**src/hdl/gxb_pkg.sv**
```systemverilog
// Shared types and constants for the GF(2) XOR basis core.
package gxb_pkg;

   // Fixed widths of the item fields.
   localparam int VEC_W  = 64;
   localparam int RANK_W = 7;
   localparam int CNT_W  = 32;

   // Operation codes carried in the func field.
   localparam logic FUNC_INSERT = 1'b0;
   localparam logic FUNC_QUERY  = 1'b1;

   // Control that travels with a vector from one cell to the next.
   typedef struct packed {
      logic valid;  // an item occupies this stage
      logic func;   // operation code of the item
      logic done;   // the item has stopped at some pivot
      logic flag;   // result flag as known so far
   } ctl_type;

endpackage

```
**src/hdl/gxb_cell.sv**
```systemverilog
// One pivot cell of the basis chain: holds the row for a single leading bit.
module gxb_cell
   import gxb_pkg::*;
#(
   parameter int WIDTH = 64,
   parameter int POS   = 63
) (
   input  logic             clock,
   input  logic             reset,
   input  logic             advance,
   input  ctl_type          up_ctl,
   input  logic [WIDTH-1:0] up_vec,
   output ctl_type          dn_ctl,
   output logic [WIDTH-1:0] dn_vec
);

   ctl_type          ctl_ff, ctl_in;
   logic [WIDTH-1:0] vec_ff, vec_in;
   logic [WIDTH-1:0] row_ff;
   logic             row_vld_ff;
   logic             row_write;
   logic             hit;

   // The item only acts here if it is still travelling and has this bit set.
   assign hit = up_ctl.valid && !up_ctl.done && up_vec[POS];

   always_comb begin
      ctl_in    = up_ctl;
      vec_in    = up_vec;
      row_write = 1'b0;
      if (hit) begin
         if (row_vld_ff) begin
            vec_in = up_vec ^ row_ff;
         end else begin
            ctl_in.done = 1'b1;
            if (up_ctl.func == FUNC_INSERT) begin
               row_write   = 1'b1;
               ctl_in.flag = 1'b1;
            end else begin
               ctl_in.flag = 1'b0;
            end
         end
      end
   end

   always_ff @(posedge clock) begin
      if (reset) begin
         ctl_ff     <= '0;
         row_vld_ff <= 1'b0;
      end else if (advance) begin
         ctl_ff <= ctl_in;
         if (row_write) begin
            row_vld_ff <= 1'b1;
         end
      end
   end

   always_ff @(posedge clock) begin
      if (advance) begin
         vec_ff <= vec_in;
         if (row_write) begin
            row_ff <= up_vec;
         end
      end
   end

   assign dn_ctl = ctl_ff;
   assign dn_vec = vec_ff;

endmodule

```
**config.mk**
```make
export PLATFORM = sky130hd
export DESIGN_NAME = gxb_cell
export DESIGN_NICKNAME = d
export VERILOG_FILES = /design/src/hdl/gxb_pkg.sv /design/src/hdl/gxb_cell.sv
export SDC_FILE = /design/constraint.sdc
export NUM_CORES = 1
export LEC_CHECK = 0
export BUFFER_PORTS_ARGS = -buffer_cell sky130_fd_sc_hd__buf_2
export CORE_MARGIN = 2
export CORE_UTILIZATION = 44
export CTS_CLUSTER_DIAMETER = 150
export DETAILED_ROUTE_END_ITERATION = 16
export PLACE_DENSITY = 0.69
export SYNTH_ARGS = -nofsm -noshare
export SYNTH_HDL_FRONTEND = slang
export SYNTH_SLANG_ARGS = --single-unit
export TNS_END_PERCENT = 100
```
**constraint.sdc**
```tcl
create_clock -name clock -period 5.4 [get_ports clock]
set_input_delay 0.81 -clock clock [delete_from_list [all_inputs] [get_ports clock]]
set_output_delay 0.81 -clock clock [all_outputs]
set_load 0.01 [all_outputs]
```
After elaboration in Yosys (flattened, before gate mapping)
Index checks and enable logic that the tools add are counted. Widths: inputs -> output; s select.

Bits in read-only memories: 0. Word-level logic and storage cells: 19. Flip-flop bits (word level): 133. Output and inout port bits: 68. Memories kept: 0. RAM bits: 0. Input port bits: 71. Bits in latches: 0.

Equality and inequality tests: 0. Bitwise operators: 1. Order comparisons: 0. Reduce and logical (&&, ||, !) cells: 4. Add/sub/neg operators: 0. $mul: 0. Shift operators: 0. Divide/modulo/power cells: 0. Mux-type cells: 7.

Operators by type and width (count): $mux 64 (2); $xor 64x64->64 (1); $mux 2 (2); $mux 1 (3); $logic_and 1x1->1 (2); $reduce_and 2->1 (1); $logic_not 1->1 (1).

Longest topological paths before layout
Gate-level depths: netlist (run 1).

Depth in word-level cells: 5. Gate-level depth with buffers: 5. Gate-level depth less buffers: 3.

Worst setup path after synthesis (run 1)
No wires, ideal clock.

Path type: in2reg. Start: input advance. End: register row_ff[0] (enable). Path buffers: 1. Cell stages on the path: 3. Arrival: 3884 ps. Slack: 1029 ps. Data required time: 4914 ps. Setup time: 486 ps. Cells stage by stage: clkbuf_1 -> nand4_1 -> nor2_1.

Word-level cells in the longest chain between the ends: 1.

RTL lines: from (decl) (RTL line gxb_cell.sv:10) `input logic advance,`; $reduce_and 2->1 (no source line); to (signal assigned) (RTL line gxb_cell.sv:62) `row_ff <= up_vec;`; to (decl) (RTL line gxb_cell.sv:19) `logic [WIDTH-1:0] row_ff;`.

Every way passes these cells. A chain may end at the register's enable or synchronous reset.

Final worst setup path (run 1)
Start: input up_ctl[3] in the netlist's numbering. End: register row_ff[52] (enable).

Word-level cells in the longest chain between the ends: 4.

RTL lines: from (decl) (RTL line gxb_cell.sv:11) `input ctl_type up_ctl,`; $logic_and 1x1->1 (2 in series) (RTL line gxb_cell.sv:25) `assign hit = up_ctl.valid && !up_ctl.done && up_vec[POS];`; $mux 1 (RTL line gxb_cell.sv:31) `if (hit) begin`; $reduce_and 2->1 (no source line).

Every way passes these cells.

==> metrics.txt, run 1 <==
Achievable Freq=~400 MHz; crit path from=up_ctl[3]; grt total ovfl=0; async set or reset register ratio after synthesis=0%; Mean Syn Cell Area=17.2 sq um; hpwl dp=5480 microns; IO buf count=138; max-cap violation count=0; final period utilization=46.3%; Ant. Diodes=0; worst-path fanout max=43; Crit path required time=5.57 ns; first-pass GRT wire length=around 13000 microns; layout cell share with drive strength beyond 1=38.7%; cts hold-fix bufs=0; Crit Path Category=in2reg; Cells after Synth=287; Synth top cells by count=edfxtp_1 (128), nand2_1 (63), xnor2_1 (63), buf_6 (6), nor2_1 (6); vias=2673; slew at the pin closest to its max-slew limit=1.18 ns; area delta synth->final=28.3%; Clock Latency Late Sink=0.50 ns; vias in the first global route=2712; PwrDens=around 380 nW/um^2; syn nets=358; crit start category=input port; Clk pin slew, worst setup/hold paths=approximately 0.060 ns; initial antenna violation count=0; Final Hold Viols=0; Pre-Repair DR Iteration Count=6; post-synth cell types=17; Initial Util=roughly 45%; Die ar.=12100 sq um; Worst Path Arrival=approximately 2.7 ns; LEAKAGE=~2.3 nW; EDFF count, synth=around 130; CTS max path bufs=2; total negative slack=0 ns; hold crit path type=reg2reg; drt wl/cell=14.3 microns; VDD IR max=0.198 mV; post-layout min period=2.50 ns; largest net degree at the start of global routing=71; final wirelength=8460 microns; most frequent cell after synthesis=edfxtp_1; clock skew=0.00536 ns; slowest CP cell=nor2_4; Std-Cell Rows=38; Synth Warn #=0; Resized Gates After CTS=0; Routed Antenna Nets=0; Synth top area share=roughly 80%; DR vias/cell=4.52; fin. max-slew vios=0; drt drc=0; top-level I/O count=139; final setup fails=0; top post-synthesis cells by area=edfxtp_1 (78%), xnor2_1 (11%), nand2_1 (4.8%); GP Congestion=0.742; Slew headroom=21.1%; final core utilization=about three fifths; Worst setup EP type=register; synthesized flop and latch total=133; die width=110 microns; GRT Util Overall=15.0%; CTS tree=built; worst reg2reg path startpoint=row_vld_ff$_SDFFE_PP0P_; crit-path cells=buf_2, nor2b_1, nand4_1, nor2_4, buf_4; Synth area leader=edfxtp_1; # clock sinks=133; ys flop type=edfxtp_1; postcts setup bufs=0; Crit path largest cell delay=slightly above 0.9 ns; min-delay src=dn_ctl[3]$_SDFFE_PP0P_; CTS root buf=clkbuf_8; Netlist Area Pre-Place=4940 sq um; CTS Buf Count=17; register area share after synthesis=roughly four fifths; status=finished clean; Std-Cell Core Area=10900 sq um; final net count=510; initial DRC count=between 100 and 150; die height=110 microns; CTS H-Tree Depth=4; RSZ-0062 raised after global routing=no
-- flip-flops by register name, indices dropped and copies added, names as in the netlist --
name / count
dn_ctl: 4
row_ff: 64
dn_vec: 64
row_vld_ff: 1
-- power breakdown --
part | total (mW) | leakage, nW | internal, mW | switching (mW)
sequential | 1.18 | 1.25 | 1.17 | 0.00878
clock | 1.09 | 0.269 | 0.680 | 0.411
combinational | 0.123 | 0.803 | 0.0561 | 0.0672
-- per-layer routing --
metal  global-route usage, %  share of wire, %
met1                    18.1                42
met2                    23.8                50
met3                    5.28               6.4
met4                    7.32               1.5
met5                       0                 0
-- cells in the final DEF (no fill, tap or decap) --
cell type / count
buf_4: 4
buf_2: 137
bufinv_16: 2
a21oi_1: 1
clkbuf_8: 3
clkinvlp_4: 5
xnor2_1: 63
mux2i_1: 3
a211oi_1: 2
clkinv_4: 1
nand2_1: 63
clkbuf_1: 1
dfxtp_1: 5
clkinv_2: 3
nor2_4: 1
nor2b_1: 1
nor2_1: 5
edfxtp_1: 128
inv_1: 3
and4bb_2: 1
a31oi_1: 1
and4b_2: 1
inv_6: 1
nand4_1: 1
clkbuf_16: 16
-- worst max-delay path: cells and delay by family --
kind                   cells  cell delay (ns)
buffers and inverters      2             0.56
AND/OR/NAND/NOR            3             1.28
-- per-stage QoR --
stage / power, mW / setup slack, ns / instances / instance area (sq um) / hold WS (ns)
after detailed placement: 1.33 / 2.31 / 560 / 5760 / 0.481
after CTS: 2.42 / 2.86 / 592 / 6330 / 0.476
after global routing: 2.48 / 2.66 / 592 / 6330 / 0.473
final: 2.39 / 2.90 / 592 / 6330 / 0.497
after global placement: 1.32 / 2.40 / 560 / 5760 / 0.476
after floorplan: 1.25 / 1.03 / 287 / 4940 / 0.450
-- final timing paths --
path                       endpoint  slack, ns  cells after the start
max            row_ff[52]$_DFFE_PP_       2.90                      5
min          dn_ctl[3]$_SDFFE_PP0P_       0.50                      2
max reg2reg    row_ff[52]$_DFFE_PP_       3.32                      2
min reg2reg  dn_ctl[3]$_SDFFE_PP0P_       0.50                      2
-- cell families after synthesis --
logic type | synth area share [%]
flip-flops | 79.9
AND/OR/NAND/NOR | 5.96
XOR/XNOR | 11.2
buffers and inverters | 1.82
AO/OA/AOI/OAI | 0.532
multiplexers | 0.608
-- final cells by class --
type	instances	area [sq um]
Tap cell	140	175
Multi-Input combinational cell	143	911
Clock inverter	12	130
Fill cell	863	4560
Clock buffer	20	445
Inverter	3	11.3
Timing Repair Buffer	141	716
Sequential cell	133	3940
Power figures use the tool's default switching activity.
==> run 2: changes to the inputs <==
- ABC_AREA: default -> 1
- PLACE_DENSITY: 0.69 -> 0.71
- clock period: 5.4 -> 2.1 ns (I/O delays scaled with it)
==> run 2 against run 1 <==
Worst setup slack worse by 2.3 ns. Global-route usage increased by 0.92 points. Sequential power grew to 2.6 times the previous value. Count of clock-buffer cells in the layout up 1. Via count is 17% higher. Critical path type is now reg2reg. Critical endpoint is now row_ff[5]$_DFFE_PP_. Largest cell class unchanged.
==> metrics.txt, run 2 <==
register area share after synthesis=71.4% (was 79.9%); worst hold stages=1 (was 2); post-layout min period=1.51 ns; Resized Gates After CTS=0 (unchanged); postcts setup bufs=0 (unchanged); Worst setup EP type=register (unchanged); async set or reset register ratio after synthesis=0% (unchanged); cts hold-fix bufs=0 (unchanged); hpwl dp=6730 microns (was 5480 microns); Std-Cell Core Area=12100 sq um (was 10900 sq um); vias in the first global route=3078 (was 2712); Die ar.=13500 sq um (was 12100 sq um); final core utilization=58.2% (about the same); Netlist Area Pre-Place=5530 sq um (was 4940 sq um); IO buf count=138 (unchanged); max-cap violation count=0 (unchanged); syn nets=434 (was 358); ys flop type=edfxtp_1 (unchanged); top-level I/O count=139 (unchanged); Crit Path Category=reg2reg (was in2reg); final period utilization=~72%; Pre-Repair DR Iteration Count=4 (was 6); first-pass GRT wire length=15800 microns (was 13200 microns); Flop pwr share=48.0% (was 49.3%); Ant. Diodes=0 (unchanged); Clock Latency Late Sink=0.41 ns (was 0.50 ns); top post-synthesis cells by area=edfxtp_1 (70%), xor2_1 (10%), nor2_4 (8.2%) (was edfxtp_1 (78%), xnor2_1 (11%), nand2_1 (4.8%)); CTS max path bufs=2 (unchanged); die width=116 microns (was 110 microns); CTS Buf Count=17 (unchanged); VDD IR max=0.618 mV (was 0.198 mV); slew at the pin closest to its max-slew limit=0.424 ns (was 1.18 ns); Worst Path Arrival=1.61 ns (was 2.67 ns); synthesized flop and latch total=133 (unchanged); most frequent cells in the layout=buf_2 (137), edfxtp_1 (128), nand2_1 (67) (was buf_2 (137), edfxtp_1 (128), nand2_1 (63), xnor2_1 (63), clkbuf_16 (16)); fin. max-slew vios=0 (unchanged); Slew headroom=71.8% (was 21.1%); initial antenna violation count=0 (unchanged); Mean Syn Cell Area=15.2 sq um (was 17.2 sq um); grt total ovfl=0 (unchanged); Routed Antenna Nets=0 (unchanged); post-synth cell types=18 (was 17); layout cell share with drive strength beyond 1=42.7% (was 38.7%); Final Hold Viols=0 (unchanged); Net Sw Power=1.30 mW (was 0.487 mW); Worst Hold Margin=0.0992 ns (was 0.497 ns); most common cell after layout, fill and taps aside=buf_2 (unchanged); status=finished clean (unchanged); Std-Cell Rows=40 (was 38); Synth Warn #=0 (unchanged); crit start category=register (was input port); area delta synth->final=27.5% (was 28.3%); DR vias/cell=4.49 (was 4.52); EDFF count, synth=128 (unchanged); drt drc=0 (unchanged); Combinational Power Share=5.9% (was 5.1%); CTS root buf=clkbuf_16 (was clkbuf_8); GP Congestion=0.715 (was 0.742); # clock sinks=133 (unchanged); Synth area leader=edfxtp_1 (unchanged); worst reg2reg path depth=4 (was 2); Clock power frac=46.2% (was 45.6%); GRT Util Overall=15.9% (was 15.0%); RSZ-0062 raised after global routing=no (unchanged); LEAKAGE=2.64 nW (was 2.32 nW); total negative slack=0 ns (unchanged); Synth top cells by count=edfxtp_1 (128), nand2_1 (67), xor2_1 (63), nor2_4 (40), nor2_1 (19) (was edfxtp_1 (128), nand2_1 (63), xnor2_1 (63), buf_6 (6), nor2_1 (6)); Cells after Synth=363 (was 287); final net count=585 (was 510); final wirelength=10100 microns (was 8460 microns); PwrDens=900 nW/um^2 (was 378 nW/um^2); drt wl/cell=14.6 microns (was 14.3 microns); die height=116 microns (was 110 microns); Sw Ratio=20.5% (was 20.3%); hold crit path type=in2reg (was reg2reg); Initial Util=45.6% (was 45.3%); initial DRC count=163 (was 110); CTS H-Tree Depth=4 (unchanged); Power Internal=5.04 mW (was 1.91 mW); CTS tree=built (unchanged); largest net degree at the start of global routing=72 (was 71); Synth top area share=69.6% (was 77.9%); vias=3124 (was 2673); most frequent cell after synthesis=edfxtp_1 (unchanged); final setup fails=0 (unchanged); clock skew=0.00629 ns (was 0.00536 ns); Clk pin slew, worst setup/hold paths=0.06 ns (about the same); worst-path fanout max=36 (was 43); Achievable Freq=663 MHz; Crit path required time=2.20 ns (was 5.57 ns)
==> run 2: cell count changes in the layout (fill, tap and decap cells not counted), sizes merged, moves of 3 or more <==
cell      change
mux2i         -3
o21ai         +4
xnor2        -63
nor2         +61
buf           +5
inv           +4
xor2         +63
nand2         +4
clkinvlp      -3
==> run 2: power by group through the flow <==
stage	Clock (mW)	Sequential, mW	Combinational [mW]
detailed placement	0	3.09	0.379
global route	3.11	3.05	0.410
global placement	0	3.09	0.369
floorplan	0	3.13	0.115
finish	2.92	3.04	0.373
CTS	3.00	3.04	0.380
==> run 2: routing by layer <==
layer | part of all wire (%) | up-vias | track usage, %
met5 | 0 | - | 0
met4 | 1.7 | 0 | 7.38
met3 | 6.9 | 18 | 5.70
met2 | 46 | 111 | 24.2
met1 | 46 | 1469 | 20.4
li1 | - | 1526 | -
==> run 2: layout make-up <==
class,instances,area [sq um]
clock buffers,21,450
flip-flops and latches,133,3950
well taps,168,210
fillers,1006,5070
clock inverters,11,134
inverters,8,30.0
repair buffers,146,816
multi-input cells,208,1460
==> run 2: worst paths after layout <==
check                           from                      to  slack [ns]
max          row_vld_ff$_SDFFE_PP0P_     row_ff[5]$_DFFE_PP_        0.59
min                        up_vec[1]     row_ff[1]$_DFFE_PP_         0.1
max reg2reg  row_vld_ff$_SDFFE_PP0P_     row_ff[5]$_DFFE_PP_        0.59
min reg2reg   dn_ctl[2]$_SDFFE_PP0P_  dn_ctl[2]$_SDFFE_PP0P_        0.48
==> run 2: critical path: stages, from the launching register on <==
cell and delay [ns]:
dfxtp_2 0.42, inv_1 0.13, nand3_1 0.18, nor2_4 0.20
buf_12 0.25
==> run 2: cell families after synthesis <==
| group | count (synthesis) | synth area share, % |
|---|---|---|
| flops | 133 | 71.4 |
| compound gates | 9 | 0.951 |
| simple gates | 136 | 15.1 |
| xor+xnor | 63 | 9.99 |
| buf+inv | 22 | 2.60 |
==> run 2: through the flow <==
stage | std cells | power, mW | setup slack [ns] | area, sq um
2_1_floorplan | 363 | 3.25 | 0.0521 | 5530
3_3_place_gp | 663 | 3.46 | 0.469 | 6460
3_5_place_dp | 663 | 3.47 | 0.440 | 6460
4_1_cts | 695 | 6.42 | 0.549 | 7040
5_1_grt | 695 | 6.56 | 0.464 | 7040
6_report | 695 | 6.34 | 0.591 | 7040
==> run 3: changes to the inputs <==
- clock period: 2.1 -> 1.22 ns (I/O delays scaled with it)
==> run 3 against run 2 <==
The run now ends with setup timing left. Critical path type unchanged. Critical path depth unchanged. Clock skew is 0.0029 ns higher. Final cell count rose by 11%. Hold slack got worse by 0.074 ns. Combinational power grew 130%. Non-clock buffer count up 75. Critical endpoint is now row_ff[24]$_DFFE_PP_. Largest power group unchanged. Final area rose by 12%. Die area unchanged. First-iteration DRC count increased by 7.4%. Via count is 7.8% higher. Count of clock-buffer cells in the layout decreased by 2.
==> metrics.txt, run 3 (synthesis gave the netlist of run 2 again) <==
vias in the first global route=3525 (was 3078); area delta synth->final=42.2% (was 27.5%); most common cell after layout, fill and taps aside=buf_2 (unchanged); Final Power=10.8 mW (was 6.34 mW); drt wl/cell=14.4 microns (was 14.6 microns); Post-Place Cells=675 (was 663); die width=116 microns (unchanged); DR vias/cell=4.37 (was 4.49); Crit path largest cell delay=0.36 ns (was 0.42 ns); fin. max-slew vios=0 (unchanged); Crit Path Category=reg2reg (unchanged); fillcell total=920 (was 1006); failing checks=setup timing; clock skew=0.00916 ns (was 0.00629 ns); most frequent cells in the layout=buf_2 (137), edfxtp_1 (128), dlygate4sd3_1 (63) (was buf_2 (137), edfxtp_1 (128), nand2_1 (67)); Final Hold Viols=0 (unchanged); GP Congestion=0.744 (was 0.715); Routed Antenna Nets=0 (unchanged); Worst setup EP type=register (unchanged); Slew headroom=79.8% (was 71.8%); Std-Cell Rows=40 (unchanged); Clk pin slew, worst setup/hold paths=0.06 ns (about the same); slowest CP cell=dfxtp_4 (was dfxtp_2); GRT Util Overall=17.6% (was 15.9%); RSZ-0062 raised after global routing=yes (was no); initial antenna violation count=0 (unchanged); Ant. Diodes=0 (unchanged); first-pass GRT wire length=17400 microns (was 15800 microns); final net count=660 (was 585); Initial Util=45.6% (unchanged); Post-Layout Cell Count=770 (was 695); slew at the pin closest to its max-slew limit=0.303 ns (was 0.424 ns); final core utilization=64.9% (was 58.2%); IO buf count=138 (unchanged); CTS root buf=clkbuf_16 (unchanged); initial DRC count=175 (was 163); largest net degree at the start of global routing=55 (was 72); vias=3368 (was 3124); Final WS setup=-0.0441 ns (was 0.591 ns); max-cap violation count=0 (unchanged); post-layout min period=1.26 ns (was 1.51 ns); final period utilization=104% (was 71.8%); # clock sinks=133 (unchanged); CP top delay family=flip-flops (unchanged); pre-CTS WS=-0.165 ns (was 0.440 ns); Achievable Freq=791 MHz (was 663 MHz); crit start category=register (unchanged); VDD IR max=0.941 mV (was 0.618 mV); Worst Path Arrival=1.36 ns (was 1.61 ns); final wirelength=11100 microns (was 10100 microns); CTS max path bufs=2 (unchanged); top-level I/O count=139 (unchanged); Die ar.=13500 sq um (unchanged); Crit path required time=1.32 ns (was 2.20 ns); Std-Cell Core Area=12100 sq um (unchanged); crit-path cells=inv_4, nand3_4, nor2_4, buf_12 (was inv_1, nand3_1, nor2_4, buf_12); postcts setup bufs=0 (unchanged); grt total ovfl=0 (unchanged); status=finished with violations (was finished clean); CTS H-Tree Depth=4 (unchanged); layout cell share with drive strength beyond 1=41.5% (was 42.7%); final setup fails=52 (was 0); Worst Path Buf+Inv=2 (unchanged); Pre-Repair DR Iteration Count=4 (unchanged); CTS Buf Count=17 (unchanged); worst-path fanout max=35 (was 36); Worst Hold Margin=0.0255 ns (was 0.0992 ns); hpwl dp=6970 microns (was 6730 microns); drt drc=0 (unchanged); LEAKAGE=2.98 nW (was 2.64 nW); hold crit path type=in2reg (unchanged); die height=116 microns (unchanged); Clock Latency Late Sink=0.41 ns (about the same); CTS tree=built (unchanged); PwrDens=1380 nW/um^2 (was 900 nW/um^2)
-- run 3: cell count changes in the layout (fill, tap and decap cells not counted), moves of 2 or more --
cell,previous run,this run
nand2_1,67,57
nand2_2,0,10
buf_4,4,10
clkinv_1,1,4
buf_12,5,11
dlygate4sd3_1,0,63
nor2_2,8,10
nor2_1,18,16
-- run 3: final timing paths --
| kind | startpoint | end | slack (ns) | cells past startpoint |
|---|---|---|---|---|
| max | row_vld_ff$_SDFFE_PP0P_ | row_ff[24]$_DFFE_PP_ | -0.04 | 4 |
| min | up_ctl[0] | dn_ctl[0]$_SDFFE_PP0P_ | 0.03 | 3 |
| max reg2reg | row_vld_ff$_SDFFE_PP0P_ | row_ff[24]$_DFFE_PP_ | -0.04 | 4 |
| min reg2reg | dn_ctl[2]$_SDFFE_PP0P_ | dn_ctl[2]$_SDFFE_PP0P_ | 0.48 | 1 |
-- run 3: final cells by class --
cell class / count / area [sq um] / area share [%]
Clock buffer: 19 / 433 / 5.51
Clock inverter: 13 / 115 / 1.46
Inverter: 8 / 32.5 / 0.414
Multi-Input combinational cell: 208 / 1510 / 19.2
Sequential cell: 133 / 3950 / 50.2
Tap cell: 168 / 210 / 2.68
Timing Repair Buffer: 221 / 1610 / 20.5
-- run 3: per-stage QoR --
stage | setup TNS, ns | cell area [sq um]
global placement | -11.01 | 6640
global route | -3.66 | 7860
floorplan | -47.72 | 5550
finish | -1.11 | 7860
CTS | -1.31 | 7820
detailed placement | -13.90 | 6640
-- run 3: layer usage --
metal	share of wire, %	global-route usage (%)	vias to the layer above
met3	5.3	6.12	12
met5	0	0	-
met1	45	22.2	1567
met2	48	28.3	109
met4	1.3	6.11	0
li1	-	-	1680
-- run 3: tightest hold or removal path, cell delays in order --
cell and delay, ns:
buf_2 0.09, nand2_1 0.05, a21oi_1 0.06
-- run 3: power breakdown --
part	switching [mW]	internal, mW
clock network	1.78	2.95
logic	0.440	0.420
registers	0.0427	5.18
total	2.26	8.56
-- run 3: what timing repair did --
| action | CTS | global route |
|---|---|---|
| resized for setup | 0 | 14 |
| hold endpoints to repair | 63 | 0 |
| pin swaps | 0 | 7 |
| endpoints found under the setup margin | 66 | 94 |
| hold buffers | 63 | 0 |
