`src/hdl/gxb_pkg.sv`:
```
// Shared types and constants for the GF(2) XOR basis core.
package gxb_pkg;

   // Fixed widths of the item fields.
   localparam int VEC_W  = 64;
   localparam int RANK_W = 7;
   localparam int CNT_W  = 32;

   // Operation codes carried in the func field.
   localparam logic FUNC_INSERT = 1'b0;
   localparam logic FUNC_QUERY  = 1'b1;

   // Control that travels with a vector from one cell to the next.
   typedef struct packed {
      logic valid;  // an item occupies this stage
      logic func;   // operation code of the item
      logic done;   // the item has stopped at some pivot
      logic flag;   // result flag as known so far
   } ctl_type;

endpackage

```
`src/hdl/gxb_tally.sv`:
```
// Rank and insert counters at the end of the chain, plus the result register.
module gxb_tally
   import gxb_pkg::*;
(
   input  logic              clock,
   input  logic              reset,
   input  logic              advance,
   input  ctl_type           end_ctl,
   output logic              out_valid,
   output logic              out_flag,
   output logic [RANK_W-1:0] out_rank,
   output logic [CNT_W-1:0]  out_dep
);

   logic [RANK_W-1:0] rank_ff, rank_in;
   logic [CNT_W-1:0]  ins_ff, ins_in;
   logic [CNT_W-1:0]  dep_in;
   logic              valid_ff;
   logic              flag_ff;
   logic [RANK_W-1:0] rank_out_ff;
   logic [CNT_W-1:0]  dep_ff;

   always_comb begin
      rank_in = rank_ff;
      ins_in  = ins_ff;
      if (end_ctl.valid && end_ctl.func == FUNC_INSERT) begin
         if (ins_ff != '1) begin
            ins_in = ins_ff + CNT_W'(1);
         end
         if (end_ctl.flag) begin
            rank_in = rank_ff + RANK_W'(1);
         end
      end
      if (ins_in > CNT_W'(rank_in)) begin
         dep_in = ins_in - CNT_W'(rank_in);
      end else begin
         dep_in = '0;
      end
   end

   always_ff @(posedge clock) begin
      if (reset) begin
         rank_ff  <= '0;
         ins_ff   <= '0;
         valid_ff <= 1'b0;
      end else if (advance) begin
         rank_ff  <= rank_in;
         ins_ff   <= ins_in;
         valid_ff <= end_ctl.valid;
      end
   end

   always_ff @(posedge clock) begin
      if (advance && end_ctl.valid) begin
         flag_ff     <= end_ctl.flag;
         rank_out_ff <= rank_in;
         dep_ff      <= dep_in;
      end
   end

   assign out_valid = valid_ff;
   assign out_flag  = flag_ff;
   assign out_rank  = rank_out_ff;
   assign out_dep   = dep_ff;

endmodule

```
`config.mk`:
```
export PLATFORM = sky130hd
export DESIGN_NAME = gxb_tally
export DESIGN_NICKNAME = d
export VERILOG_FILES = /design/src/hdl/gxb_pkg.sv /design/src/hdl/gxb_tally.sv
export SDC_FILE = /design/constraint.sdc
export NUM_CORES = 1
export LEC_CHECK = 0
export BUFFER_PORTS_ARGS = -buffer_cell sky130_fd_sc_hd__buf_2
export CAP_MARGIN = 20
export CORE_AREA = 2 2 95 97
export CTS_CLUSTER_SIZE = 14
export DETAILED_ROUTE_END_ITERATION = 8
export DIE_AREA = 0 0 97 99
export PLACE_DENSITY = 0.9
export SYNTH_ARGS = -nofsm -noshare
export SYNTH_HDL_FRONTEND = slang
export SYNTH_SLANG_ARGS = --single-unit
```
`constraint.sdc`:
```
create_clock -name clock -period 10.6 [get_ports clock]
set_clock_uncertainty 0.1 [all_clocks]
set_input_delay 0.53 -clock clock [delete_from_list [all_inputs] [get_ports clock]]
set_output_delay 0.53 -clock clock [all_outputs]
set_load 0.05 [all_outputs]
```
Word-level counts from Yosys, hierarchy flattened
Index checks and enable logic that the tools add are counted.
{ "totals": {"romBits": 0, "n_memories": 0, "input_bits": 7, "latch_bits": 0, "elab_cells": 18, "ramBits": 0, "regBits": 80, "out_inout_bits": 41} }
{ "classes": {"n_eq_ne": 1, "bitwise": 1, "addsub": 3, "n_div": 0, "n_mux": 4, "n_reduce_logical": 2, "shifts": 0, "multipliers": 0, "magnitude_cmp": 1} }
{ "ops": {"columns": ["operator", "n"], "rows": [
  ["32-bit two-way mux", 2],
  ["32-bit by 1-bit adder with 32-bit output, second input constant", 1],
  ["32-bit by 7-bit > comparator with 1-bit output", 1],
  ["32-bit inequality test, second input constant", 1],
  ["32-bit by 7-bit subtractor with 32-bit output", 1],
  ["7-bit two-way mux", 2],
  ["7-bit by 1-bit adder with 7-bit output, second input constant", 1],
  ["1-bit logical AND", 2],
  ["1-bit NOT", 1]
]} }

Depth between registers and ports, before layout
Gate-level depths: netlist of the first run.
{ "logic_depth": {"word_depth": 4, "mapped_depth": 20, "mapped_depth_nobuf": 16} }

Worst setup path before layout of the first run
Ideal clock, no wire load.
{ "synth_path": {"kind": "reg2reg", "from": "register ins_ff[13]", "to": "register dep_ff[15] (netlist: out_dep[15]), data pin", "path_buffers": 4, "required_ps": 10243, "setup_time_ps": 257, "stages_incl_launch_ff": 20, "slack_ps": 6270, "t_arrival_ps": 3973, "synth_period_minus_slack_ps": 4330, "path_cell_list": "dfxtp_1 buf_2 nand4_2 nor4_2 buf_6 a21oi_2 buf_6 clkbuf_1 mux2i_1 inv_1 ha_1 nor2b_1 o21ai_0 nand2b_1 a21oi_1 nor2b_1 and3_1 or4b_1 a21oi_1 nor3_2"} }
{ "synth_via": {"elab_chain_cells": 4, "word_cells_on_any_way": 6, "classes_between": "add/sub (2); order compare (1); eq/ne (1); mux (2)"} }
{ "synth_rtl": {"columns": ["item", "line", "rtl"], "rows": [
  ["start, declared", "gxb_tally.sv:16", "logic [CNT_W-1:0] ins_ff, ins_in;"],
  ["start signal, assigned", "gxb_tally.sv:48", "ins_ff <= ins_in;"],
  ["32-bit inequality test *", "gxb_tally.sv:27", "if (ins_ff != '1) begin"],
  ["32-bit two-way mux *", "gxb_tally.sv:27", null],
  ["32-bit two-way mux *", "gxb_tally.sv:26", "if (end_ctl.valid && end_ctl.func == FUNC_INSERT) begin"],
  ["net ins_in[1]", "gxb_tally.sv:16", null],
  ["32-bit by 7-bit subtractor with 32-bit output / 32-bit by 7-bit > comparator with 1-bit output (equally long branches)", "gxb_tally.sv:35, gxb_tally.sv:34", null],
  ["end signal, assigned", "gxb_tally.sv:57", "dep_ff <= dep_in;"],
  ["end, declared", "gxb_tally.sv:21", "logic [CNT_W-1:0] dep_ff;"]
]} }
The timed path passes the listed nets; every way through them passes the cells marked *.
A chain may end at the register's enable or synchronous reset.

Final worst setup path of the first run
{ "layout_path": {"from": "register ins_ff[2]", "to": "register dep_ff[9] (netlist: out_dep[9]), data pin"} }
{ "layout_via": {"elab_chain_cells": 4, "word_cells_on_any_way": 6, "classes_between": "add/sub (2); order compare (1); eq/ne (1); mux (2)"} }
{ "layout_rtl": {"columns": ["item", "line"], "rows": [
  ["32-bit by 1-bit adder with 32-bit output / 32-bit inequality test (equally long branches)", "gxb_tally.sv:28, gxb_tally.sv:27"],
  ["32-bit two-way mux", "gxb_tally.sv:27"],
  ["32-bit two-way mux *", "gxb_tally.sv:26"],
  ["net ins_in[2]", "gxb_tally.sv:16"],
  ["32-bit by 7-bit subtractor with 32-bit output / 32-bit by 7-bit > comparator with 1-bit output (equally long branches)", "gxb_tally.sv:35, gxb_tally.sv:34"]
]} }
Marked as above.

==> impl_metrics.ini, run 1 <==
[outcome]
status = complete, but fails checks
violations = design-rule violations

[floorplanning]
io_pins = 48
dieArea_um2 = 9600
fp-row-count = 34
start_util_pct = 58.2
die_w_um = 97
core_um2 = 8550
dieHeight_um = 99

[timing]
period_share_pct = 52.1
finalSetupViolCount = 0
period_minus_slack_ps = 5520
slew_violations = 0
rsz0062_at_grt = false
fmax_mhz = 181
maxSlewHeadroom_pct = 37.3
hold_violations = 0
tns_ps = 0
worst_pin_slew_ps = 940

[drt]
vias_per_cell = 6.27
remaining_drc_errors = 1
vias = 4226
drt_iter0_markers = 408
wirelength_um = 11600
antenna_left = 0
drt_pass1_iterations = 9
wl_per_cell_um = 17.3

[synth]
synth_edf_count = 40
synth_common_cells = 82 x nor2_1, 41 x xnor2_1, 41 x xor2_1, 40 x dfxtp_1, 40 x edfxtp_1
ys_seq_elements = 80
synth_area_leaders = edfxtp_1 24%, dfxtp_1 16%, xnor2_1 7.2%
netlist_area_um2 = 4980
synth_top_cell_by_area = edfxtp_1
synth.most_common_cell = nor2_1
synth_area_per_cell_um2 = 9.31
async_flop_share_pct = 0
ys_warn_count = 0
syn-num-nets = 552
ys_types = 64
postSynthCellCount = 535
synth_top_cell_area_share_pct = 24.1
synth_seq_area_share_pct = 40.2
synthFlopType = edfxtp_1

[critical_path]
critical-path-max-stage-delay_ps = 740
path_cells = nand4_2, nor4_2, a21oi_2, nand2_1, xnor2_1, ha_1, nor2b_1, o21a_1, o21ai_0, a21oi_1, nor3_1, o21bai_1, nand4_4, nor2_4, a21oi_1
crit_top_cell = a21oi_1
crit_buf_inv = 0
crit_family = simple AND/OR/NAND/NOR gates
cp-start-kind = register
cp.arrival_ps = 5500
r2r_setup_slack_ps = 5080
cpMaxStageDelayCell = nor3_1
r2r_start = ins_ff[2]$_SDFFE_PP0P_
crit_path_end_kind = register
crit_fanout = 30
worst_ep_required_time_ps = 10580
timing.rr.end = out_dep[9]$_SDFFCE_PP0P_
ff2ff_path_depth = 15
critPathKind = register to register

[clocking]
cts-resized-gates = 0
holdBufCountCts = 0
cts_root_buf = clkbuf_8
insertion_delay_ps = 370
post-cts-setup-buffer-count = 0
cts_sinks = 80
cts_tree = built
htree_levels = 3
cts_buffers = 9
clkTransAtPathRegs_ps = 90
cts_buffer_depth = 2

[place]
dp_hpwl_um = 7960
place.gp.congestion = 0.888
port-buffer-count = 46

[global_routing]
grt_pass1_vias = 4027
busiest_layer = met2
grtUsageMet1_pct = 31.1
use_met2_pct = 41.8
grt_util_all_layers_pct = 24.7
grt_pass1_wl_um = 19300
antenna_found_initial = 0
use_met3_pct = 4.54
grt-ovfl-total = 0
grt_start_max_net_pins = 42

[power]
fin_total_pwr_mw = 0.724
powerDensity_nw_per_um2 = 134
leakagePower_nw = 2.03
ir_worst_vdd_mv = 0.0620

[final_layout]
drive_above_1_share_pct = 17.1
area_growth_pct = 8.14
final_nets = 578
n_antenna_cell = 0
fin_util_pct = 63.0

[worst_hold_path]
hold_path_depth = 1
hp-class = input port to register
hold_end = out_flag$_DFFE_PP_
hold_start = end_ctl[0]

[job]
drv_cap = 0
flip-flops by register name, summed over array words and instances (netlist names):
signal / flops
ins_ff: 32
out_dep: 32
out_flag: 1
rank_ff: 7
out_valid: 1
out_rank: 7
layout make-up:
type | count | area (um^2)
Clock inverter | 6 | 66.3
Tap cell | 108 | 135
Clock buffer | 10 | 138
Multi-Input combinational cell | 409 | 2750
Sequential cell | 80 | 2000
Fill cell | 629 | 3170
Timing Repair Buffer | 47 | 238
Inverter | 14 | 52.6
worst max path at each step:
stage / from / end / slack [ps] / cells after the start
after floorplan: ins_ff[13]$_SDFFE_PP0P_ / out_dep[15]$_SDFFCE_PP0P_ / 6270 / 19
after global placement: end_ctl[2] / out_dep[9]$_SDFFCE_PP0P_ / 5450 / 15
after detailed placement: end_ctl[2] / out_dep[9]$_SDFFCE_PP0P_ / 5330 / 15
after CTS: ins_ff[2]$_SDFFE_PP0P_ / out_dep[9]$_SDFFCE_PP0P_ / 5250 / 15
after global routing: ins_ff[2]$_SDFFE_PP0P_ / out_dep[10]$_SDFFCE_PP0P_ / 4790 / 15
final: ins_ff[2]$_SDFFE_PP0P_ / out_dep[9]$_SDFFCE_PP0P_ / 5080 / 15
layer usage:
layer / wire length (um) / vias to the layer above
met3: 855 / 46
met1: 4820 / 1999
met2: 5570 / 238
met5: 0 / -
met4: 395 / 0
li1: - / 1943
layout by cell type (no fill, tap or decap), types with 10 or more instances in the layout:
cell / Yosys / final
a21oi_1: 16 / 16
buf_2: 9 / 46
clkbuf_8: 0 / 10
dfxtp_1: 40 / 40
edfxtp_1: 40 / 40
inv_1: 14 / 14
nand2_1: 35 / 35
nand3_1: 24 / 24
nand4_1: 24 / 24
nor2_1: 82 / 82
nor3_1: 13 / 13
o21ai_0: 11 / 11
xnor2_1: 41 / 41
xor2_1: 41 / 41
where the power goes:
part | switching, mW | total, mW | internal [mW]
registers | 0.00513 | 0.349 | 0.343
clock network | 0.120 | 0.236 | 0.116
logic | 0.101 | 0.140 | 0.0383
cells by family (layout without fill, tap and decap cells):
logic type	Yosys count	after routing	synth area share (%)
AND/OR/NAND/NOR	250	250	27.8
XOR/XNOR	84	84	15.1
flip-flops	80	80	40.2
AO/OA/AOI/OAI	61	61	8.92
buffers and inverters	46	77	4.52
adder cells (fa/ha/maj)	10	10	2.66
multiplexers	4	4	0.804
stage by stage:
stage          hold slack (ps)  setup WS (ps)  instance area (um^2)  instances
3_5_place_dp               378           5330                  5180        658
3_3_place_gp               370           5450                  5180        658
4_1_cts                    291           5250                  5380        674
5_1_grt                    308           4790                  5380        674
6_report                   286           5080                  5380        674
2_1_floorplan              383           6270                  4980        535
No activity file was read; power rests on OpenSTA's default activity.
==> run 2: changes to the inputs <==
--- a/config.mk
+++ b/config.mk
@@ -7,11 +7,11 @@
 export LEC_CHECK = 0
 export BUFFER_PORTS_ARGS = -buffer_cell sky130_fd_sc_hd__buf_2
 export CAP_MARGIN = 20
-export CORE_AREA = 2 2 95 97
+export CORE_AREA = 2 2 100 102
 export CTS_CLUSTER_SIZE = 14
 export DETAILED_ROUTE_END_ITERATION = 8
-export DIE_AREA = 0 0 97 99
-export PLACE_DENSITY = 0.9
+export DIE_AREA = 0 0 102 104
+export PLACE_DENSITY = 0.86
 export SYNTH_ARGS = -nofsm -noshare
 export SYNTH_HDL_FRONTEND = slang
 export SYNTH_SLANG_ARGS = --single-unit
==> constraint.sdc (replaced) <==
create_clock -name clock -period 4.5 [get_ports clock]
set_clock_uncertainty 0.1 [all_clocks]
set_input_delay 0.225 -clock clock [delete_from_list [all_inputs] [get_ports clock]]
set_output_delay 0.225 -clock clock [all_outputs]
set_load 0.05 [all_outputs]
==> impl_metrics.ini, run 2 (synthesis gave the netlist of run 1 again) <==
[outcome]
status = finished, final reports clean

[critical_path]
cp.arrival_ps = 4430
critPathKind = register to register
cp-start-kind = register
crit_cells = 19
path_cells = ha_2, nand3_1, nor4_4, a21oi_2, buf_4, xnor2_1, ha_1, fa_1, nor2b_1, o21a_1, o21ai_1, a21oi_1, nor3_1, buf_4, o21bai_1, nand4_4, nor2_4, buf_4, a21oi_1
crit_family = compound AO/OA/AOI/OAI gates
crit_top_cell = buf_4
crit_buf_inv = 3
worst_ep_required_time_ps = 4590
r2r_setup_slack_ps = 160
worstSetupEndpoint = out_dep[9]$_SDFFCE_PP0P_
crit_path_end_kind = register
cpMaxStageDelayCell = dfxtp_2
startpoint = ins_ff[1]$_SDFFE_PP0P_
ff2ff_path_depth = 19
timing.rr.end = out_dep[9]$_SDFFCE_PP0P_
critical-path-max-stage-delay_ps = 410
crit_fanout = 12
r2r_start = ins_ff[1]$_SDFFE_PP0P_

[drt]
wirelength_um = 11500
drt_iter0_markers = 466
antenna_left = 0
vias = 4175
remaining_drc_errors = 0
drt_pass1_iterations = 5
wl_per_cell_um = 16.1
vias_per_cell = 5.85

[job]
drv_cap = 0

[floorplanning]
core_um2 = 9550
dieHeight_um = 104
dieArea_um2 = 10600
fp-row-count = 36
die_w_um = 102
io_pins = 48
start_util_pct = 52.1

[power]
p_sw_share_pct = 30.4
leakagePower_nw = 2.14
powerDensity_nw_per_um2 = 304
ir_worst_vdd_mv = 0.153
fin_total_pwr_mw = 1.69
intPower_mw = 1.18
combPwrFrac_pct = 20.1
switching_power_mw = 0.516
power.share.clock_pct = 31.4
seq_power_share_pct = 48.4

[clocking]
insertion_delay_ps = 370
cts_sinks = 80
htree_levels = 3
cts_buffers = 9
cts_tree = built
cts_buffer_depth = 2
clkTransAtPathRegs_ps = 80
cts_root_buf = clkbuf_8

[worst_hold_path]
hold_start = end_ctl[2]
hp-class = input port to register

[final_layout]
area_growth_pct = 11.9
layout_commonest_cell = nor2_1
finalInstanceArea_um2 = 5570
drive_above_1_share_pct = 20.8
fin_cells = 714
final_cell_mix = 82 x nor2_1, 46 x buf_2, 41 x xnor2_1, 41 x xor2_1, 40 x edfxtp_1
final_nets = 593
n_antenna_cell = 0

[timing]
period_share_pct = 96.4
hold_violations = 0
slew_violations = 0
finalSetupViolCount = 0
setup_ws_ps = 161
maxSlewHeadroom_pct = 40.4
fmax_mhz = 230
period_minus_slack_ps = 4340
worst_pin_slew_ps = 894

[global_routing]
antenna_found_initial = 0
grt_util_all_layers_pct = 21.9
grt_start_max_net_pins = 42
grt_pass1_vias = 3900
grt_pass1_wl_um = 18600
grt-ovfl-total = 0

[place]
dp.cells = 696
place_ws_ps = 234
port-buffer-count = 46
dp_hpwl_um = 7970
place.gp.congestion = 0.907
place_area_um2 = 5310
## run 2: changes by cell type in the layout (fill, tap and decap cells not counted), moves of 2 or more
cell,change
buf_4,+14
nor4_4,+2
nor4_1,-3
dfxtp_1,-5
clkinv_2,+2
dfxtp_2,+5
## run 2: how the worst min path moves through the flow
stage	endpoint	slack, ps	cells past startpoint
floorplan	out_flag$_DFFE_PP_	220	0
global placement	out_flag$_DFFE_PP_	360	1
detailed placement	out_flag$_DFFE_PP_	370	1
CTS	rank_ff[2]$_SDFFE_PP0P_	280	5
global route	rank_ff[2]$_SDFFE_PP0P_	330	5
finish	rank_ff[2]$_SDFFE_PP0P_	280	5
## run 2: through the flow
stage | hold WS [ps] | utilization, % | TNS, ps
6_report | 277 | 58.4 | 0
5_1_grt | 327 | 58.4 | -47.6
3_5_place_dp | 373 | 55.6 | 0
2_1_floorplan | 224 | - | 0
4_1_cts | 276 | 57.8 | 0
3_3_place_gp | 362 | 55.6 | 0
## run 2: power groups by stage
stage,Combinational [mW],Clock (mW),Sequential [mW]
final,0.341,0.533,0.821
after global routing,0.367,0.565,0.824
after CTS,0.337,0.535,0.821
after detailed placement,0.334,0,0.837
after global placement,0.324,0,0.836
after floorplan,0.170,0,0.930
## run 2: per-layer routing
metal / part of all wire [%] / vias up / GRT usage, %
met1: 41 / 1971 / 29.2
li1: - / 1971 / -
met3: 6.4 / 44 / 3.63
met2: 49 / 189 / 34.6
met5: 0 / - / 0
met4: 3.0 / 0 / 9.52
## run 2: cell type report
| type | count | area (um^2) |
|---|---|---|
| clock buffers | 10 | 138 |
| clock inverters | 6 | 58.8 |
| fillers | 778 | 3980 |
| inverters | 14 | 52.6 |
| multi-input cells | 409 | 2800 |
| flip-flops and latches | 80 | 2010 |
| well taps | 133 | 166 |
| repair buffers | 62 | 353 |
## run 2: worst min-delay path: cells and delay by family
kind	cells	cell delay, ps
buf+inv	1	90
simple gates	3	320
xor+xnor	1	70
## run 2: what timing repair did
action	CTS	global route
endpoints found under the setup margin	0	30
setup buffers	0	1
gates resized for setup	0	13
hold buffers	1	0
hold endpoints to repair	1	0
==> run 3: changes to the inputs <==
--- a/config.mk
+++ b/config.mk
@@ -11,7 +11,7 @@
 export CTS_CLUSTER_SIZE = 14
 export DETAILED_ROUTE_END_ITERATION = 8
 export DIE_AREA = 0 0 102 104
-export PLACE_DENSITY = 0.86
+export PLACE_DENSITY_LB_ADDON = 0.12
 export SYNTH_ARGS = -nofsm -noshare
 export SYNTH_HDL_FRONTEND = slang
 export SYNTH_SLANG_ARGS = --single-unit
==> constraint.sdc (replaced) <==
create_clock -name clock -period 3.98 [get_ports clock]
set_clock_uncertainty 0.1 [all_clocks]
set_input_delay 0.199 -clock clock [delete_from_list [all_inputs] [get_ports clock]]
set_output_delay 0.199 -clock clock [all_outputs]
set_load 0.05 [all_outputs]
==> impl_metrics.ini, run 3 (synthesis gave the netlist of run 1 again) <==
[clocking]
clkTransAtPathRegs_ps = 80
cts_tree = built
htree_levels = 3
cts_sinks = 80
cts_buffers = 9
cts_root_buf = clkbuf_8
cts_buffer_depth = 2
insertion_delay_ps = 360

[power]
fin_total_pwr_mw = 1.88
switching_power_mw = 0.586
combPwrFrac_pct = 23.3
p_sw_share_pct = 31.2
power.share.clock_pct = 27.5
ir_worst_vdd_mv = 0.155
seq_power_share_pct = 49.2
leakagePower_nw = 2.38
intPower_mw = 1.29
powerDensity_nw_per_um2 = 316

[global_routing]
busiest_layer = met1
grtUsageMet1_pct = 33.3
grt_start_max_net_pins = 42
use_met2_pct = 32.4
grt_pass1_vias = 3817
grt_pass1_wl_um = 18600
grt_util_all_layers_pct = 22.5
grt-ovfl-total = 0
antenna_found_initial = 0
use_met3_pct = 4.50

[timing]
hold_violations = 0
slew_violations = 0
worst_pin_slew_ps = 989
period_share_pct = 95.6
tns_ps = 0
timing.hold.ws_ps = 199
finalSetupViolCount = 0
period_minus_slack_ps = 3800
maxSlewHeadroom_pct = 34.1
fmax_mhz = 263
setup_ws_ps = 176

[floorplanning]
die_w_um = 102
core_um2 = 9550
fp-row-count = 36
start_util_pct = 52.1
dieHeight_um = 104
dieArea_um2 = 10600
io_pins = 48

[drt]
vias_per_cell = 5.42
wirelength_um = 11400
wl_per_cell_um = 15.1
drt_pass1_iterations = 6
drt_iter0_markers = 312
antenna_left = 0
remaining_drc_errors = 0
vias = 4114

[final_layout]
fin_util_pct = 62.1
final_nets = 638
fin_cells = 759
layout_commonest_cell = nor2_1
multi_input_area_um2 = 2850
area_growth_pct = 19.2
drive_above_1_share_pct = 26.2
regArea_um2 = 2000
final_cell_mix = 82 x nor2_1, 59 x buf_4, 46 x buf_2, 41 x xor2_1
finalInstanceArea_um2 = 5930
fillers = 844
n_antenna_cell = 0

[place]
place_area_um2 = 5670
place_ws_ps = 50.9
port-buffer-count = 46
place.gp.congestion = 0.910
dp.cells = 736
dp_hpwl_um = 8500

[job]
drv_cap = 0

[critical_path]
worst_ep_required_time_ps = 3980
crit_fanout = 6
cp-start-kind = register
critPathKind = register to register
cp.arrival_ps = 3800
crit_path_end_kind = register

[worst_hold_path]
hp-class = input port to register

[outcome]
status = finished, final reports clean
run 3: path summary, 6_finish.rpt:
kind | depth (start not counted) | start | slack, ps | to
min reg2reg | 2 | ins_ff[31]$_SDFFE_PP0P_ | 410 | ins_ff[31]$_SDFFE_PP0P_
min | 4 | advance | 200 | ins_ff[8]$_SDFFE_PP0P_
max reg2reg | 17 | ins_ff[0]$_SDFFE_PP0P_ | 180 | out_dep[23]$_SDFFCE_PP0P_
max | 17 | ins_ff[0]$_SDFFE_PP0P_ | 180 | out_dep[23]$_SDFFCE_PP0P_
run 3: worst max-delay path: stages (launching register included):
cell and delay [ps]:
dfxtp_1 340, ha_1 200, nand3_2 130, nor4_4 330
a21oi_4 150, buf_4 180, nand4_1 100, xnor2_1 180
ha_1 340, a21oi_1 150, o21ai_0 120, a21oi_2 170
nor2b_4 190, buf_4 170, and4_1 220, nand2b_1 80
o311ai_1 260, a31oi_1 130
run 3: layout make-up:
class	count	share of cell area, %
multi-input cells	409	48.1
well taps	133	2.80
inverters	14	0.886
clock inverters	4	0.358
flip-flops and latches	80	33.7
clock buffers	12	2.28
repair buffers	107	11.8
run 3: layer usage:
metal	part of all wire, %	vias up	wire length, um
li1	-	2062	-
met1	50	1932	5670
met2	44	106	5020
met3	4.5	14	520
met4	2.0	0	229
met5	0	-	0
run 3: what timing repair did:
action	in CTS	in global routing
setup endpoints to repair	0	32
hold endpoints to repair	1	0
gates resized for setup	0	11
setup buffers	0	6
hold buffers	1	0
run 3: power groups by stage:
stage | Clock [mW] | Combinational (mW) | Sequential [mW]
finish | 0.517 | 0.437 | 0.924
CTS | 0.529 | 0.421 | 0.925
global route | 0.565 | 0.471 | 0.929
floorplan | 0 | 0.199 | 1.05
global placement | 0 | 0.413 | 0.943
detailed placement | 0 | 0.419 | 0.944
